## config.mk

```make
export PLATFORM = sky130hd
export DESIGN_NAME = sopc_divider
export DESIGN_NICKNAME = d
export VERILOG_FILES = /design/src/sv/sopc_divider.sv
export SDC_FILE = /design/constraint.sdc
export NUM_CORES = 1
export LEC_CHECK = 0
export ABC_CLOCK_PERIOD_IN_PS = 6900
export BUFFER_PORTS_ARGS = -buffer_cell sky130_fd_sc_hd__buf_4
export CAP_MARGIN = 20
export CORE_MARGIN = 8
export CORE_UTILIZATION = 50
export CTS_BUF_LIST = sky130_fd_sc_hd__clkbuf_8
export DETAILED_ROUTE_END_ITERATION = 16
export PLACE_DENSITY = 0.72
export SYNTH_ARGS = -nofsm -noshare
export SYNTH_HDL_FRONTEND = slang
export SYNTH_SLANG_ARGS = --single-unit
```

## constraint.sdc

```tcl
create_clock -name clk_i -period 6.9 [get_ports clk_i]
set_clock_uncertainty 0.15 [all_clocks]
set_input_delay 0.345 -clock clk_i [delete_from_list [all_inputs] [get_ports clk_i]]
set_output_delay 0.345 -clock clk_i [all_outputs]
set_load 0.02 [all_outputs]
```

## src/sv/sopc_divider.sv

```systemverilog
// Restoring divider: remainder of a by b, one quotient bit per cycle.
// Depends on nothing else.
`timescale 1ns / 1ps
module sopc_divider #(
  parameter int unsigned NumW = 24,
  parameter int unsigned DenW = 17
) (
  input  logic            clk_i,
  input  logic            rst_ni,
  input  logic            start_i,
  input  logic [NumW-1:0] num_i,
  input  logic [DenW-1:0] den_i,
  output logic            done_o,
  output logic [DenW-1:0] rem_o
);
  localparam int unsigned CntW = $clog2(NumW + 1);
  logic [NumW-1:0] num_q, num_d;
  logic [DenW:0]   rem_q, rem_d;
  logic [DenW-1:0] den_q, den_d;
  logic [CntW-1:0] cnt_q, cnt_d;
  logic            busy_q, busy_d, done_q, done_d;
  logic [DenW:0]   trial;

  always_comb begin
    num_d = num_q; rem_d = rem_q; den_d = den_q; cnt_d = cnt_q;
    busy_d = busy_q; done_d = 1'b0;
    trial = {rem_q[DenW-1:0], num_q[NumW-1]};
    if (start_i) begin
      num_d = num_i; den_d = den_i; rem_d = '0;
      cnt_d = CntW'(NumW); busy_d = 1'b1;
    end else if (busy_q) begin
      num_d = {num_q[NumW-2:0], 1'b0};
      rem_d = (trial >= {1'b0, den_q}) ? trial - {1'b0, den_q} : trial;
      cnt_d = cnt_q - 1'b1;
      if (cnt_q == CntW'(1)) begin
        busy_d = 1'b0; done_d = 1'b1;
      end
    end
  end

  always_ff @(posedge clk_i or negedge rst_ni) begin
    if (!rst_ni) begin
      busy_q <= 1'b0; done_q <= 1'b0; cnt_q <= '0;
    end else begin
      busy_q <= busy_d; done_q <= done_d; cnt_q <= cnt_d;
    end
  end
  always_ff @(posedge clk_i) begin
    num_q <= num_d; rem_q <= rem_d; den_q <= den_d;
  end

  assign done_o = done_q;
  assign rem_o  = rem_q[DenW-1:0];
endmodule

```

* Word-level counts from Yosys, hierarchy flattened
Cells that the tools add are included.
** Operators by class
- Add/sub/neg operators :: 2
- $lt $le $gt $ge :: 1
- Equality and inequality tests :: 1
- Multiplexer cells :: 11
- Reductions and logical operators :: 1
** Operator list (count)
- $mux 24 :: 2
- $ge 18x17->1 :: 1
- $mux 17 :: 1
- $sub 17x17->17 :: 1
- $mux 5 :: 2
- $mux 1 :: 6
- $eq 5x1->1 const B :: 1
- $sub 5x1->5 const B :: 1
- $reduce_bool 2->1 :: 1
** Storage, ports and cells
- Register bits after elaboration :: 65
- Input bits :: 44
- Output and inout port bits :: 18

* Depth between registers and ports, before layout
- Depth in word-level cells :: 4
- Depth in mapped cells :: 11
- Mapped depth without buffers :: 10

* Worst setup path before layout
Ideal clock, no wire load.
- Kind :: flip-flop to flip-flop
- Start :: reg num_q[23]
- End :: reg rem_q[0]
- Library setup time :: 0.079 ns
- Arrival :: 2.542 ns
- Required time :: 6.671 ns
- Path slack :: 4.129 ns
- Stages on the path, launching flop included :: 12
- Buffers on the path :: 1
- Cells stage by stage :: edfxtp_1 inv_1 ha_1 inv_1 fa_1 a21o_1 a22o_1 o211ai_1 a22o_1 buf_6 mux2_4 a211oi_2
** On the way
- Word-level cells in the longest chain between the ends :: 2
- Elaborated cells on any way between the ends :: 3
- Those cells by class :: add/sub: 1; order compare: 1; mux: 1
** Ends and longest elaborated chain
- start: declaration :: RTL line 17 : logic [NumW-1:0] num_q, num_d;
- start signal: assignment :: RTL line 49 : num_q <= num_d; rem_q <= rem_d; den_q <= den_d;
- $sub 17x17->17 / $ge 18x17->1 (equally long branches) :: RTL line 33 : rem_d = (trial >= {1'b0, den_q}) ? trial - {1'b0, den_q} : trial;
- $mux 17 * :: RTL line 33
- end signal: assignment :: RTL line 49
- end: declaration :: RTL line 18 : logic [DenW:0] rem_q, rem_d;
Every way passes the cells marked *; elsewhere a longest branch is shown, timed or not.
A chain may end at the register's enable or synchronous reset.

* Worst setup path after layout
Same ends and word-level chain as after synthesis.

==> run_results.csv <==
group,metric,value,unit
route,drt_iter0_markers,141,
cells_and_area,regArea,0.001747,mm^2
clock_tree,clock-sinks,65,
cells_and_area,layout_commonest_cell,"buf_4",
logic_synthesis,yosys_most_used_dff,"edfxtp_1",
worst_setup_path,crit_type,"reg -> reg",
placement,port_buffers,61,
clock_tree,cts_hold_buf,1,
die,num_rows,31,
worst_setup_path,cp.required,7.02,ns
timing,fin_crit,3.054,ns
logic_synthesis,yosysWarnings,0,
logic_synthesis,synth_cells,335,
worst_setup_path,r2r-start,"num_q[23]$_DFFE_PP_",
route,routedWlPerCell,16.14,um
global_routing,grt.overflow.total,0,
die,die_h,102.4,um
global_routing,grt_max_degree,64,
pwr,p_leak,1.872,nW
logic_synthesis,synth_area_leaders,"edfxtp_1, dfxtp_1, mux2_2",
timing,slew_headroom,40.41,%
route,drc,0,
die,die_area,0.01048,mm^2
logic_synthesis,synth_top_cell_area_share,33.02,%
cells_and_area,final_area,0.004457,mm^2
worst_setup_path,cp.arrival,3.17,ns
clock_tree,max-clock-path-buffers,2,
global_routing,grtUsageTotal,15.99,%
logic_synthesis,synth_top_cell_by_area,"edfxtp_1",
worst_setup_path,reg2regPathDepth,10,
global_routing,use_met2,25.34,%
logic_synthesis,async_flop_share,10.77,%
outcome,status,"completed",
route,viasPerCell,5.574,
timing,final-hold-violation-count,0,
pwr,p_total,1.004,mW
worst_setup_path,end_kind,"flip-flop",
die,initial_utilization,51.41,%
timing,grt_setup_unrepaired,"no",
cells_and_area,antenna_cells,0,
worst_setup_path,crit_end,"rem_q[0]$_SDFFE_PP0P_",
global_routing,grt_pass1_wl,13.05,mm
clock_tree,cts.clk_slew.worst_paths,0.07,ns
cells_and_area,multi_input_area,0.001774,mm^2
logic_synthesis,synth.distinct_cells,61,
logic_synthesis,syn_area,0.003729,mm^2
logic_synthesis,synth_area_per_cell,11.13,um^2
timing,finalSetupViolations,0,
timing,finalSetupTns,0,ns
logic_synthesis,synth-seq-cells,65,
flow_run,maxCapViolations,0,
pwr,power.density,225.2,mW/mm^2
placement,hpwl,5.700,mm
cells_and_area,drive_gt1_share,27.07,%
route,vias,2776,
clock_tree,cts_setup_buffers,0,
hold_path,min_path_cells,1,
global_routing,first_global_vias,2758,
clock_tree,cts_buffers,9,
pwr,ir_drop,0.0001553,V
logic_synthesis,synth_seq_area_share,46.85,%
global_routing,busiest_layer,"met2",
placement,gp_congestion,0.8648,
cells_and_area,area_growth,19.53,%
clock_tree,clk_latency,0.34,ns
cells_and_area,fill_cells,612,
global_routing,use_met3,5.245,%
clock_tree,postCtsResizedCells,0,
cells_and_area,final_cell_mix,"buf_4, edfxtp_1, nor2_1, inv_1, mux2_2",
route,drt_first_pass_iters,4,
timing,max_slew.worst_pin.slew,0.8928,ns
worst_setup_path,crit_start,"num_q[23]$_DFFE_PP_",
die,ios,62,
placement,placed_area,0.004204,mm^2
timing,period_share,44.26,%
worst_setup_path,rr_endpoint,"rem_q[0]$_SDFFE_PP0P_",
die,chipWidth,102.4,um
cells_and_area,nets,458,
worst_setup_path,cp_max_fo,9,
timing,finalMaxSlewViolations,0,
timing,clock.fmax,0.3275,GHz
logic_synthesis,synth_fp_nets,399,
route,final_antenna_net_count,0,
route,routed_wl,8.036,mm
global_routing,grt_antenna_before_repair,0,
logic_synthesis,synth_edf_count,41,
global_routing,use_met1,20.17,%
worst_setup_path,startpoint_type,"flip-flop",
hold_path,min_path_type,"in -> reg",
clock_tree,cts-root-buf,"clkbuf_8",
clock_tree,cts_tree,"done",
clock_tree,h-tree-depth,3,
die,core-area,0.007253,mm^2
worst_setup_path,r2r_setup_slack,3.85,ns
per-stage QoR:
| stage | setup WS, ns | hold slack (ns) | instances | util (%) |
|---|---|---|---|---|
| after floorplan | 4.129 | -0.1006 | 335 | - |
| after global placement | 3.905 | 0.01131 | 481 | 57.96 |
| after detailed placement | 3.831 | 0.01085 | 481 | 57.96 |
| after CTS | 3.827 | 0.01528 | 498 | 61.45 |
| after global routing | 3.665 | 0.009023 | 498 | 61.45 |
| final | 3.846 | 0.02286 | 498 | 61.45 |
layout make-up:
| cell class | count | area share (%) |
|---|---|---|
| clock inverters | 6 | 2.358 |
| multi-input cells | 230 | 39.81 |
| flip-flops and latches | 65 | 39.19 |
| inverters | 25 | 2.106 |
| repair buffers | 63 | 10.67 |
| clock buffers | 10 | 3.088 |
| well taps | 99 | 2.779 |
power breakdown:
part,internal (mW),total [mW],switching [mW]
clock,0.247,0.391,0.144
sequential,0.447,0.462,0.0142
combinational,0.0751,0.151,0.0754
how the worst min path moves through the flow:
stage               from              endpoint  slack (ns)
3_3_place_gp      rst_ni  cnt_q[4]$_DFFE_PN0P_        0.01
2_1_floorplan     rst_ni      busy_q$_DFF_PN0_       -0.10
3_5_place_dp      rst_ni      done_o$_DFF_PN0_        0.01
6_report       den_i[14]   den_q[14]$_DFFE_PP_        0.02
5_1_grt         den_i[3]    den_q[3]$_DFFE_PP_       0.009
4_1_cts        den_i[14]   den_q[14]$_DFFE_PP_        0.02
worst max-delay path: stages (launching register included):
cell and delay, ns:
edfxtp_1 0.36, inv_1 0.08, ha_1 0.17, inv_1 0.05, fa_1 0.39, a21o_1 0.22
a22o_1 0.24, o211ai_1 0.35, a22o_1 0.43, mux2_4 0.34, a211oi_2 0.20
cell usage after synthesis (4+ instances only):
| cell type | n |
|---|---|
| dfrtp_1 | 7 |
| a311oi_1 | 5 |
| nand3_1 | 4 |
| edfxtp_1 | 41 |
| nor3_1 | 6 |
| o211ai_1 | 5 |
| a21o_1 | 5 |
| o21a_1 | 6 |
| ha_1 | 19 |
| mux2_2 | 23 |
| a211oi_1 | 8 |
| o21ai_0 | 11 |
| a21oi_1 | 11 |
| nor2_1 | 26 |
| nand2b_1 | 5 |
| nand2_1 | 19 |
| xor2_1 | 5 |
| mux2i_1 | 11 |
| clkbuf_1 | 5 |
| dfxtp_1 | 17 |
| inv_1 | 25 |
| buf_6 | 6 |
| xnor2_1 | 9 |
metal layers:
layer,vias up,share of wire (%)
met2,83,47
met5,-,0
met1,1318,45
met3,10,6.4
li1,1365,-
met4,0,1.2
logic make-up after synthesis:
kind of cell / after synthesis / share of synthesized area, %
flip-flops: 65 / 46.85
AND/OR/NAND/NOR: 86 / 12.05
AO/OA/AOI/OAI: 75 / 15.03
buffers and inverters: 40 / 5.570
multiplexers: 35 / 10.30
XOR/XNOR: 14 / 3.289
adder cells (fa/ha/maj): 20 / 6.913
registers in the layout, indices dropped and copies added, names as in the netlist:
signal and flops:
num_q 24, den_q 17, rem_q 17, cnt_q 5
busy_q 1, done_o 1
Power figures use the tool's default switching activity.
